`config.mk`:
```
export PLATFORM = sky130hd
export DESIGN_NAME = hspq_or_tree
export DESIGN_NICKNAME = d
export VERILOG_FILES = /design/src/rtl/huffman_sorted_priority_queue_unit_defines.svh /design/src/rtl/hspq_pkg.sv /design/src/rtl/hspq_or_tree.sv
export SDC_FILE = /design/constraint.sdc
export NUM_CORES = 1
export LEC_CHECK = 0
export BUFFER_PORTS_ARGS = -buffer_cell sky130_fd_sc_hd__buf_2
export CAP_MARGIN = 10
export CORE_AREA = 4 4 99 101
export CTS_BUF_LIST = sky130_fd_sc_hd__clkbuf_16
export CTS_CLUSTER_DIAMETER = 60
export DETAILED_ROUTE_END_ITERATION = 10
export DIE_AREA = 0 0 103 105
export HOLD_SLACK_MARGIN = 0.1
export PLACE_DENSITY = 0.56
export SLEW_MARGIN = 20
export SYNTH_ARGS = -nofsm -noshare
export SYNTH_HDL_FRONTEND = slang
export SYNTH_SLANG_ARGS = --single-unit
export TNS_END_PERCENT = 30
```
`constraint.sdc`:
```
create_clock -name clk -period 1.1 [get_ports clk]
set_input_delay 0.055 -clock clk [delete_from_list [all_inputs] [get_ports clk]]
set_output_delay 0.055 -clock clk [all_outputs]
set_load 0.02 [all_outputs]
```
`src/rtl/huffman_sorted_priority_queue_unit_defines.svh`:
```
// Assertion macros used by the sorted priority queue top level.
`ifndef HUFFMAN_SORTED_PRIORITY_QUEUE_UNIT_DEFINES_SVH
`define HUFFMAN_SORTED_PRIORITY_QUEUE_UNIT_DEFINES_SVH

`ifndef SYNTHESIS

// Checked on every rising clk edge outside of reset.
`define HSPQ_ASSERT(label, prop) \
  label: assert property (@(posedge clk) disable iff (rst) prop) \
    else $error("hspq assertion failed");

// Checked on every rising clk edge, reset included.
`define HSPQ_ASSERT_ALWAYS(label, prop) \
  label: assert property (@(posedge clk) prop) \
    else $error("hspq assertion failed");

`else

`define HSPQ_ASSERT(label, prop)
`define HSPQ_ASSERT_ALWAYS(label, prop)

`endif

`endif

```
`src/rtl/hspq_pkg.sv`:
```
// Shared types and constants of the sorted priority queue.
package hspq_pkg;

  localparam int CAPACITY    = 256;
  localparam int WEIGHT_BITS = 32;
  localparam int SYMBOL_BITS = 8;
  localparam int CNT_W       = $clog2(CAPACITY + 1);
  localparam int GROUP_SIZE  = 16;
  localparam int GROUP_COUNT = (CAPACITY + GROUP_SIZE - 1) / GROUP_SIZE;

  typedef enum logic {
    FUNC_ENQUEUE = 1'b0,
    FUNC_DEQUEUE = 1'b1
  } func_t;

  typedef enum logic [2:0] {
    ST_INSERTED  = 3'd0,
    ST_DUPLICATE = 3'd1,
    ST_FULL      = 3'd2,
    ST_DEQUEUED  = 3'd3,
    ST_EMPTY     = 3'd4
  } status_t;

  typedef struct packed {
    func_t                  func;
    logic [SYMBOL_BITS-1:0] symbol;
    logic [WEIGHT_BITS-1:0] weight;
  } in_t;

  typedef struct packed {
    status_t                status;
    logic [SYMBOL_BITS-1:0] out_symbol;
    logic [WEIGHT_BITS-1:0] out_weight;
    logic [CNT_W-1:0]       occupancy;
  } out_t;

  // Control that the sequencer broadcasts to every cell of the chain.
  typedef struct packed {
    logic capture;
    logic insert;
    logic remove;
  } cell_ctl_t;

endpackage

```
`src/rtl/hspq_or_tree.sv`:
```
// Registered two-level OR over the duplicate flags of all cells.
module hspq_or_tree (
  input  logic                          clk,
  input  logic [hspq_pkg::CAPACITY-1:0] flags,
  output logic                          any
);

  localparam int PAD_W = hspq_pkg::GROUP_COUNT * hspq_pkg::GROUP_SIZE;

  logic [PAD_W-1:0]                padded;
  logic [hspq_pkg::GROUP_COUNT-1:0] group_q;

  assign padded = PAD_W'(flags);

  // First level: one registered OR per group of cells.
  always_ff @(posedge clk) begin
    for (int g = 0; g < hspq_pkg::GROUP_COUNT; g++) begin
      group_q[g] <= |padded[g*hspq_pkg::GROUP_SIZE +: hspq_pkg::GROUP_SIZE];
    end
  end

  // Second level: OR of the group results.
  assign any = |group_q;

endmodule

```
==> flow_metrics.env, run 1 <==
export IMPL_status="did not finish"
export IMPL_lastStage="4_1_cts"
export IMPL_stop_error="[ERROR RSZ-0060] Max buffer count reached."
export IMPL_syn_nets=358
export IMPL_post_dp_hpwl_um=6120
export IMPL_clkSinkCount=16
export IMPL_ys_types=3
export IMPL_io_buffers=257
export IMPL_clock_path_buffers=2
export IMPL_die_h_um=105
export IMPL_cts_hold_buf=101
export IMPL_syn_inst=101
export IMPL_netlist_area_um2=852
export IMPL_cts_max_level=1
export IMPL_pin_count=258
export IMPL_num_rows=35
export IMPL_avgSynthCellArea_um2=8.44
export IMPL_cts_root_buf="clkbuf_16"
export IMPL_die_x_um=103
export IMPL_numCtsBuffers=3
export IMPL_yosysSeqAreaShare_pct=37.6
export IMPL_post_cts_setup_buffers=0
export IMPL_ys_ff_latch=16
export IMPL_initial_core_util_pct=9.45
export IMPL_ys_warn_count=0
export IMPL_gp_congestion=0.846
export IMPL_ctsResizeCount=2
export IMPL_place_ws_ns=-0.0345
## cell usage after synthesis
| library cell | n | area [um^2] |
|---|---|---|
| nand4_1 | 17 | 106 |
| nor4_1 | 68 | 425 |
| dfxtp_1 | 16 | 320 |
## kinds of logic after synthesis
family | count (synthesis) | synth area share, %
DFF | 16 | 37.6
and+or+nand+nor | 85 | 62.4
## metrics by stage
| step | instance area [um^2] | instances | utilization, % | TNS [ns] |
|---|---|---|---|---|
| 3_5_place_dp | 2280 | 469 | 25.2 | -0.0345 |
| 3_3_place_gp | 2280 | 469 | 25.2 | -0.0510 |
| 2_1_floorplan | 852 | 101 | - | 0 |
==> run 2, diff against run 1 <==
- CTS_BUF_LIST: sky130_fd_sc_hd__clkbuf_16 -> default
- CTS_CLUSTER_DIAMETER: 60 -> default
- HOLD_SLACK_MARGIN: 0.1 -> default
- PLACE_DENSITY: 0.56 -> default
- PLACE_DENSITY_LB_ADDON: default -> 0.15
==> flow_metrics.env, run 2 <==
export IMPL_status="finished with violations"
export IMPL_violations="negative setup slack"
export IMPL_critPathLaunchType="flip-flop"
export IMPL_setup_viol=1
export IMPL_tightestPinTransition_ns=0.291
export IMPL_drcViolationCount=0
export IMPL_die_h_um=105
export IMPL_vias_per_cell=4.14
export IMPL_firstDrtPassIters=4
export IMPL_tritoncts="built"
export IMPL_diodes=0
export IMPL_synth_top_cell_area_share_pct=49.9
export IMPL_power_leakage_nw=1.23
export IMPL_layout_commonest_cell="buf_2"
export IMPL_synth_area_top_cells="nor4_1 (50%), dfxtp_1 (38%), nand4_1 (12%)"
export IMPL_avgSynthCellArea_um2=8.44
export IMPL_ys_ff_latch=16
export IMPL_final_cell_mix="buf_2 (256), nor4_1 (65), nand4_1 (17)"
export IMPL_power_mw=1.48
export IMPL_yosys_area_top_type="nor4_1"
export IMPL_fp_coreArea_um2=9020
export IMPL_finalHoldViolations=0
export IMPL_pin_count=258
export IMPL_numCtsBuffers=3
export IMPL_cts_max_level=1
export IMPL_antenna_found_initial=0
export IMPL_synth_ff_type="dfxtp_1"
export IMPL_cp_arrival_ns=1.12
export IMPL_p_per_area_nw_per_um2=626
export IMPL_grt_pass1_wl_um=8190
export IMPL_grt_setup_unrepaired="true"
export IMPL_layout_setup_ws_ns=-0.0751
export IMPL_ys_warn_count=0
export IMPL_drive_above_1_share_pct=73.7
export IMPL_num_rows=35
export IMPL_finalNetCount=620
export IMPL_syn_nets=358
export IMPL_wl_met3_um=886
export IMPL_netlist_area_um2=852
export IMPL_post_cts_setup_buffers=0
export IMPL_topRoutingLayerUsed="met4"
export IMPL_area_growth_pct=178
export IMPL_post_dp_hpwl_um=5770
export IMPL_slew_violations=0
export IMPL_clk_pin_slew_ns=0.06
export IMPL_vias=1954
export IMPL_grt_pass1_vias=1917
export IMPL_vdd_ir_drop_max_v=0.000285
export IMPL_fin_util_pct=26.2
export IMPL_wl_met2_um=3170
export IMPL_cts_root_buf="clkbuf_8"
export IMPL_critical_path_class="reg -> out"
export IMPL_max_cap_viol_count=0
export IMPL_tns_ns=-0.0751
export IMPL_largest_register="group_q"
export IMPL_ys_types=3
export IMPL_wire_per_inst_um=12.7
export IMPL_post_route_period_util_pct=107
export IMPL_async_reset_ff_share_pct=0
export IMPL_drtIter0Drc=26
export IMPL_holdPathStages=3
export IMPL_finalWirelength_um=6000
export IMPL_clock_path_buffers=2
export IMPL_largest_reg_flops=16
export IMPL_io_buffers=257
export IMPL_top_regs="group_q x16"
export IMPL_gp_congestion=0.695
export IMPL_min_period_ns=1.18
export IMPL_initial_core_util_pct=9.45
export IMPL_yosysSeqAreaShare_pct=37.6
export IMPL_die_area_um2=10800
export IMPL_fmax_mhz=851
export IMPL_syn_inst=101
export IMPL_hp_class="in -> reg"
export IMPL_cts_hold_buf=0
export IMPL_required_ns=1.04
export IMPL_synthTopCellsByCount="nor4_1 (68), nand4_1 (17), dfxtp_1 (16)"
export IMPL_wl_met1_um=1900
export IMPL_clkSinkCount=16
export IMPL_critPathCaptureType="primary output"
export IMPL_place_ws_ns=0.0642
export IMPL_grt_max_degree=9
export IMPL_synth_most_common_cell="nor4_1"
export IMPL_die_x_um=103
export IMPL_grt_use_total_pct=9.86
export IMPL_grt_overflow=0
export IMPL_slew_headroom_pct=80.4
export IMPL_ant_nets=0
export IMPL_synth_edf_count=0
export IMPL_path_max_fanout=1
## run 2: cell counts after synthesis
Identical to the previous run, type by type.
## run 2: cells by family after synthesis
| kind of cell | count (synthesis) | synth area share, % |
|---|---|---|
| simple gates | 85 | 62.4 |
| flops | 16 | 37.6 |
## run 2: critical path: stages (launching register included)
cell and delay [ns]:
dfxtp_2 0.32, nor4_4 0.26, nand4_1 0.14, buf_6 0.16
## run 2: final cells by class
class,instances,area [um^2]
clock buffer,3,41.3
fill,1007,6660
sequential,16,324
multi-input combinational,85,568
tap,111,139
timing repair buffer,257,1290
## run 2: power breakdown
part	internal (mW)	switching, mW
logic	0.342	0.146
clock network	0.242	0.170
registers	0.580	0.00000896
total	1.16	0.317
## run 2: repair_timing
action                                  in CTS  in global routing
gates resized for setup                      9                  1
endpoints found under the setup margin       1                  1
pin swaps                                    3                  2
hold endpoints to repair                     0                  0
## run 2: stage by stage
step,area [um^2],hold WS [ns],instances
final,2360,0.0206,472
after global routing,2360,0.0251,472
after CTS,2360,0.0236,472
after detailed placement,2280,0.277,469
after global placement,2280,0.283,469
after floorplan,852,0.158,101
## run 2: final timing paths
path / from / to / slack (ns)
setup / recovery: group_q[2] / any / -0.08
hold / removal: flags[46] / group_q[2] / 0.02
## run 2: layer usage
metal	vias up	track usage [%]
met5	-	0
met4	0	2.13
met3	2	2.80
met2	145	18.9
met1	814	10.3
li1	993	-
Note: power is estimated with default switching activity, not from simulation.
