$ cat config.mk
export PLATFORM = sky130hd
export DESIGN_NAME = hspq_cell
export DESIGN_NICKNAME = d
export VERILOG_FILES = /design/src/rtl/huffman_sorted_priority_queue_unit_defines.svh /design/src/rtl/hspq_pkg.sv /design/src/rtl/hspq_cell.sv
export SDC_FILE = /design/constraint.sdc
export NUM_CORES = 1
export LEC_CHECK = 0
export BUFFER_PORTS_ARGS = -buffer_cell sky130_fd_sc_hd__clkbuf_2
export CAP_MARGIN = 0
export CORE_ASPECT_RATIO = 0.8
export CORE_UTILIZATION = 30
export CTS_CLUSTER_SIZE = 20
export DETAILED_ROUTE_END_ITERATION = 8
export HOLD_SLACK_MARGIN = 0.05
export PLACE_DENSITY = 0.57
export SLEW_MARGIN = 30
export SYNTH_ARGS = -nofsm -noshare
export SYNTH_HDL_FRONTEND = slang
export SYNTH_SLANG_ARGS = --single-unit
export TNS_END_PERCENT = 100
$ cat constraint.sdc
create_clock -name clk -period 4.3 [get_ports clk]
set_input_delay 0.86 -clock clk [delete_from_list [all_inputs] [get_ports clk]]
set_output_delay 0.86 -clock clk [all_outputs]
set_load 0.005 [all_outputs]
$ cat src/rtl/huffman_sorted_priority_queue_unit_defines.svh
// Assertion macros used by the sorted priority queue top level.
`ifndef HUFFMAN_SORTED_PRIORITY_QUEUE_UNIT_DEFINES_SVH
`define HUFFMAN_SORTED_PRIORITY_QUEUE_UNIT_DEFINES_SVH

`ifndef SYNTHESIS

// Checked on every rising clk edge outside of reset.
`define HSPQ_ASSERT(label, prop) \
  label: assert property (@(posedge clk) disable iff (rst) prop) \
    else $error("hspq assertion failed");

// Checked on every rising clk edge, reset included.
`define HSPQ_ASSERT_ALWAYS(label, prop) \
  label: assert property (@(posedge clk) prop) \
    else $error("hspq assertion failed");

`else

`define HSPQ_ASSERT(label, prop)
`define HSPQ_ASSERT_ALWAYS(label, prop)

`endif

`endif

$ cat src/rtl/hspq_pkg.sv
// Shared types and constants of the sorted priority queue.
package hspq_pkg;

  localparam int CAPACITY    = 256;
  localparam int WEIGHT_BITS = 32;
  localparam int SYMBOL_BITS = 8;
  localparam int CNT_W       = $clog2(CAPACITY + 1);
  localparam int GROUP_SIZE  = 16;
  localparam int GROUP_COUNT = (CAPACITY + GROUP_SIZE - 1) / GROUP_SIZE;

  typedef enum logic {
    FUNC_ENQUEUE = 1'b0,
    FUNC_DEQUEUE = 1'b1
  } func_t;

  typedef enum logic [2:0] {
    ST_INSERTED  = 3'd0,
    ST_DUPLICATE = 3'd1,
    ST_FULL      = 3'd2,
    ST_DEQUEUED  = 3'd3,
    ST_EMPTY     = 3'd4
  } status_t;

  typedef struct packed {
    func_t                  func;
    logic [SYMBOL_BITS-1:0] symbol;
    logic [WEIGHT_BITS-1:0] weight;
  } in_t;

  typedef struct packed {
    status_t                status;
    logic [SYMBOL_BITS-1:0] out_symbol;
    logic [WEIGHT_BITS-1:0] out_weight;
    logic [CNT_W-1:0]       occupancy;
  } out_t;

  // Control that the sequencer broadcasts to every cell of the chain.
  typedef struct packed {
    logic capture;
    logic insert;
    logic remove;
  } cell_ctl_t;

endpackage

$ cat src/rtl/hspq_cell.sv
// One slot of the sorted chain: holds an entry, compares it, shifts with its neighbors.
module hspq_cell (
  input  logic                               clk,
  input  hspq_pkg::cell_ctl_t                ctl,
  input  logic                               occupied,
  input  logic [hspq_pkg::SYMBOL_BITS-1:0]   new_symbol,
  input  logic [hspq_pkg::WEIGHT_BITS-1:0]   new_weight,
  input  logic                               left_le_now,
  input  logic                               left_le,
  input  logic [hspq_pkg::SYMBOL_BITS-1:0]   left_symbol,
  input  logic [hspq_pkg::WEIGHT_BITS-1:0]   left_weight,
  input  logic [hspq_pkg::SYMBOL_BITS-1:0]   right_symbol,
  input  logic [hspq_pkg::WEIGHT_BITS-1:0]   right_weight,
  output logic [hspq_pkg::SYMBOL_BITS-1:0]   symbol,
  output logic [hspq_pkg::WEIGHT_BITS-1:0]   weight,
  output logic                               le_now,
  output logic                               le,
  output logic                               dup
);

  logic match_now;

  // The entry sorts at or ahead of the new item when its weight is not greater.
  assign le_now = occupied && (weight <= new_weight);

  // The duplicate scan reaches this slot when every slot ahead of it sorts at or ahead.
  assign match_now = occupied && left_le_now && (new_symbol != '0) && (symbol == new_symbol);

  // Capture the compare flags, then insert or remove by shifting along the chain.
  always_ff @(posedge clk) begin
    if (ctl.capture) begin
      le  <= le_now;
      dup <= match_now;
    end
    if (ctl.insert) begin
      if (!le) begin
        if (left_le) begin
          symbol <= new_symbol;
          weight <= new_weight;
        end else begin
          symbol <= left_symbol;
          weight <= left_weight;
        end
      end
    end else if (ctl.remove) begin
      symbol <= right_symbol;
      weight <= right_weight;
    end
  end

endmodule

### Yosys cells after proc, flatten, opt, wreduce, memory -nomap -nowiden

Cells that the tools add are included.

| operators by class | value |
|---|---|
| reductions and logical operators | 7 |
| order comparisons | 1 |
| muxes and demuxes | 8 |
| eq/ne operators | 2 |

Operators by type and width:

| operator | number |
|---|---|
| $mux 32 | 4 |
| $le 32x32->1 | 1 |
| $mux 8 | 4 |
| $eq 8x8->1 | 1 |
| $reduce_bool 8->1 | 1 |
| $logic_and 1x1->1 | 4 |
| $ne 2x2->1 const B | 1 |
| $reduce_and 2->1 | 1 |
| $reduce_bool 2->1 | 1 |

| word-level totals | value |
|---|---|
| input port bits | 127 |
| register bits | 42 |
| word-level logic and storage cells | 22 |
| output and inout bits | 43 |

### Depth between registers and ports, before layout

| logic depth | value |
|---|---|
| word-level depth | 3 |
| depth in mapped cells | 7 |
| gate-level depth less buffers | 7 |

### Worst setup path before layout

Ideal clock, no wire load.

| timing | value |
|---|---|
| kind | input-to-reg |
| start point | input ctl[1] in the netlist's numbering |
| end point | register symbol[0] in the netlist's numbering, enable pin |
| stages | 2 |
| data required time | 3.845 ns |
| path buffers | 1 |
| data arrival time | 3.261 ns |
| setup time | 0.455 ns |
| slack | 0.585 ns |
| cells stage by stage | clkbuf_1 > mux2i_1 |

| on the way | value |
|---|---|
| longest elaborated chain between the ends | 2 |

Ends and longest elaborated chain:

| what | RTL line | text |
|---|---|---|
| start, declared | hspq_cell.sv:4 | `input hspq_pkg::cell_ctl_t ctl,` |
| $ne 2x2->1 (no line) or $reduce_bool 2->1 (tied branches) | - |  |
| $reduce_and 2->1 (no line) (*) | - |  |
| end signal, assigned | hspq_cell.sv:38 | `symbol <= new_symbol;` |
| end signal, assigned | hspq_cell.sv:41 | `symbol <= left_symbol;` |
| end signal, assigned | hspq_cell.sv:46 | `symbol <= right_symbol;` |
| end, declared | hspq_cell.sv:14 | `output logic [hspq_pkg::SYMBOL_BITS-1:0] symbol,` |

Every way passes the cells marked *; elsewhere a longest branch is shown, timed or not.
A chain may end at the register's enable or synchronous reset.

### Worst setup path in the final report

| timing | value |
|---|---|
| start point | input new_weight[30] in the netlist's numbering |
| end point | output le_now |

| on the way | value |
|---|---|
| longest elaborated chain between the ends | 2 |

Ends and longest elaborated chain:

| what | RTL line | text |
|---|---|---|
| start, declared | hspq_cell.sv:7 | `input logic [hspq_pkg::WEIGHT_BITS-1:0] new_weight,` |
| $le 32x32->1 | hspq_cell.sv:24 | `assign le_now = occupied && (weight <= new_weight);` |
| $logic_and 1x1->1 | hspq_cell.sv:24 |  |
| end, declared | hspq_cell.sv:16 | `output logic le_now,` |

Every way passes these cells.

==> flow_summary_export.csv <==
group,metric,value,unit
outcome,status,"finished clean",
layout,fin_nets,637,
clock_tree,postCtsHoldBufs,0,
worst_setup_path,crit_path_end_kind,"output pin",
place,io_buffers,169,
clock_tree,cts_buffer_depth,2,
worst_setup_path,worst_ep_arrival_time,2.58,ns
synth,synth-edff-count,42,
layout,diodes,0,
place,post-place-ws,0.867,ns
synth,synthesis.nets,472,
synth,synth-main-ff-cell,"edfxtp_1",
timing,period_needed,3.44,ns
timing,hold_ws,0.745,ns
worst_setup_path,crit_required,3.44,ns
floorplanning,num_rows,32,
worst_setup_path,crit_slowest_cell,"nor4_1",
timing,min_period_over_period,80.1,%
worst_setup_path,crit_top_cell,"clkbuf_2",
timing,rsz0062_at_grt,"no",
worst_setup_path,cp-start-kind,"input port",
grt,grt_max_degree,81,
timing,drv_slew,0,
timing,setup-violations-final,0,
synth,ys_ff_latch,42,
floorplanning,die_h,91.9,um
hold_path,hold_path_class,"reg -> reg",
synth,yosysWarnings,0,
timing,worstMarginPinSlew,0.775,ns
timing,setup-tns-final,0,ns
grt,grt_overflow_total,0,
floorplanning,io_pins,170,
synth,synth_cells,313,
clock_tree,root_buffer,"clkbuf_16",
route,firstDrtPassIters,4,
power_and_ir_drop,cellLeakagePower,2.11,nW
grt,antenna_found_initial,0,
clock_tree,worstSkewPairLatency,0.29,ns
place,place_congestion,0.787,
timing,max_slew_margin,48.3,%
worst_setup_path,slowest_delay,0.44,ns
floorplanning,die_area,10500,um^2
floorplanning,initial_core_util,31.1,%
route,wl_per_cell,13.5,um
synth,synth_cell_types,27,
flow_run,cap_violations,0,
clock_tree,cts_htree_levels,2,
power_and_ir_drop,ir_drop,0.000135,V
route,vias,2803,
layout,fin_util,42.8,%
clock_tree,cts_inserted_buffers,5,
worst_setup_path,critPathKind,"in -> out",
worst_setup_path,path_cells,"clkbuf_2 > inv_1 > ha_1 > nand4_1 > nor4_1 > nand2_1 > a31oi_1 > o22ai_1 > clkbuf_2",
synth,synth_top_area_cell,"edfxtp_1",
synth,ys_seq_area_share,41.6,%
synth,synthArstFlopShare,0,%
power_and_ir_drop,powerDensity,290,nW/um^2
timing,max_freq,290,MHz
route,routed_wl,8320,um
timing,hold_violations,0,
clock_tree,post-cts-setup-buffers,0,
layout,syn_to_final_growth,37.5,%
route,antenna_left,0,
grt,grt_pass1_vias,2759,
place,place_hpwl,6710,um
route,drt_iter0_drc,60,
worst_setup_path,path_max_fanout,3,
clock_tree,cts_tree,"done",
route,viasPerCell,4.56,
clock_tree,cts.repair.resized,0,
synth,syn_area_per_cell,9.68,um^2
route,remaining_drc_errors,0,
clock_tree,cts_sinks,42,
grt,grtUsageTotal,16.0,%
clock_tree,clkTransAtPathRegs,0.06,ns
floorplanning,core,9730,um^2
synth,synth_area_leaders,"edfxtp_1 (42%), mux2i_1 (14%), ha_1 (13%), a21oi_1 (8.8%), nor2_1 (5.5%)",
timing,finalWorstSetupSlack,0.856,ns
synth,synth_top_area_share,41.6,%
floorplanning,die_x,114,um
layout,drive_above_1_share,38.4,%
grt,grt_pass1_wl,13100,um
synth,syn_area,3030,um^2
timing,fin_skew,0.00468,ns
-- power by group --
group          internal (mW)  total, mW  switching, mW
clock                  0.212      0.378          0.165
combinational          0.147      0.305          0.158
sequential             0.503      0.526         0.0239
-- worst max-delay path, delay by kind of cell --
kind	cells	cell delay [ns]
buffers and inverters	3	0.29
adders and majority gates	1	0.31
AOI/OAI and AO/OA	2	0.34
and+or+nand+nor	3	0.78
-- synth_stat cells, types with 2 or more instances --
cell,instances
a21oi_1,53
nor2_1,44
edfxtp_1,42
mux2i_1,41
inv_1,36
ha_1,32
clkbuf_1,10
nand2_1,9
xnor2_1,7
nand3_1,6
nand4_1,6
buf_2,4
o21ai_0,4
nor4_1,3
a221oi_1,2
nand4_2,2
nor2b_1,2
-- state kept, by name, indices dropped and copies added, names as in the netlist --
register  flops
le            1
symbol        8
dup           1
weight       32
-- cells in the final DEF (no fill, tap or decap), drive strengths merged --
master    instances
a221oi            2
nor3              1
buf               3
clkinv            2
nand2             9
nand4             8
xnor2             7
o31ai             1
o211ai            1
mux2i            41
o22ai             1
o2111ai           1
inv              36
nand3             6
a21bo             1
nor2b             2
ha               32
and3              1
clkbuf          174
a31oi             1
edfxtp           42
a21oi            53
clkinvlp          1
nor2             44
nor4              4
nand2b            1
o21ai             4
-- cells by family after synthesis --
group | Yosys count | synth area share, %
AND/OR/NAND/NOR | 76 | 11.7
AO/OA/AOI/OAI | 65 | 11.5
buffers and inverters | 50 | 6.36
flip-flops | 42 | 41.6
multiplexers | 41 | 13.5
adder cells (fa/ha/maj) | 32 | 13.2
XOR/XNOR | 7 | 2.02
-- worst paths after layout --
| path | startpoint | end | slack [ns] | cells after the start |
|---|---|---|---|---|
| worst max-delay path | new_weight[30] | le_now | 0.86 | 9 |
| worst min-delay path | symbol[5] | dup | 0.74 | 3 |
| worst min register to register | symbol[5] | dup | 0.74 | 3 |
| worst max register to register | weight[30] | le | 2.17 | 6 |
-- routing by layer --
layer	GRT usage [%]	up-vias	share of wire, %
met5	0	-	0
met4	3.25	0	0.54
met3	3.77	5	5.9
met2	27.0	100	47
met1	20.7	1244	47
li1	-	1454	-
-- stage by stage --
stage          power [mW]  instances  cell area (um^2)
5_1_grt              1.28        615              4160
4_1_cts              1.23        615              4160
2_1_floorplan       0.696        313              3030
3_3_place_gp        0.839        607              4020
3_5_place_dp        0.846        607              4020
6_report             1.21        615              4160
-- cell type report --
class	count	area (um^2)
repair buffers	172	868
multi-input cells	221	1590
flip-flops and latches	42	1260
clock inverters	3	16.3
well taps	136	170
clock buffers	5	125
fillers	1019	5570
inverters	36	135
No activity file was read; power rests on OpenSTA's default activity.
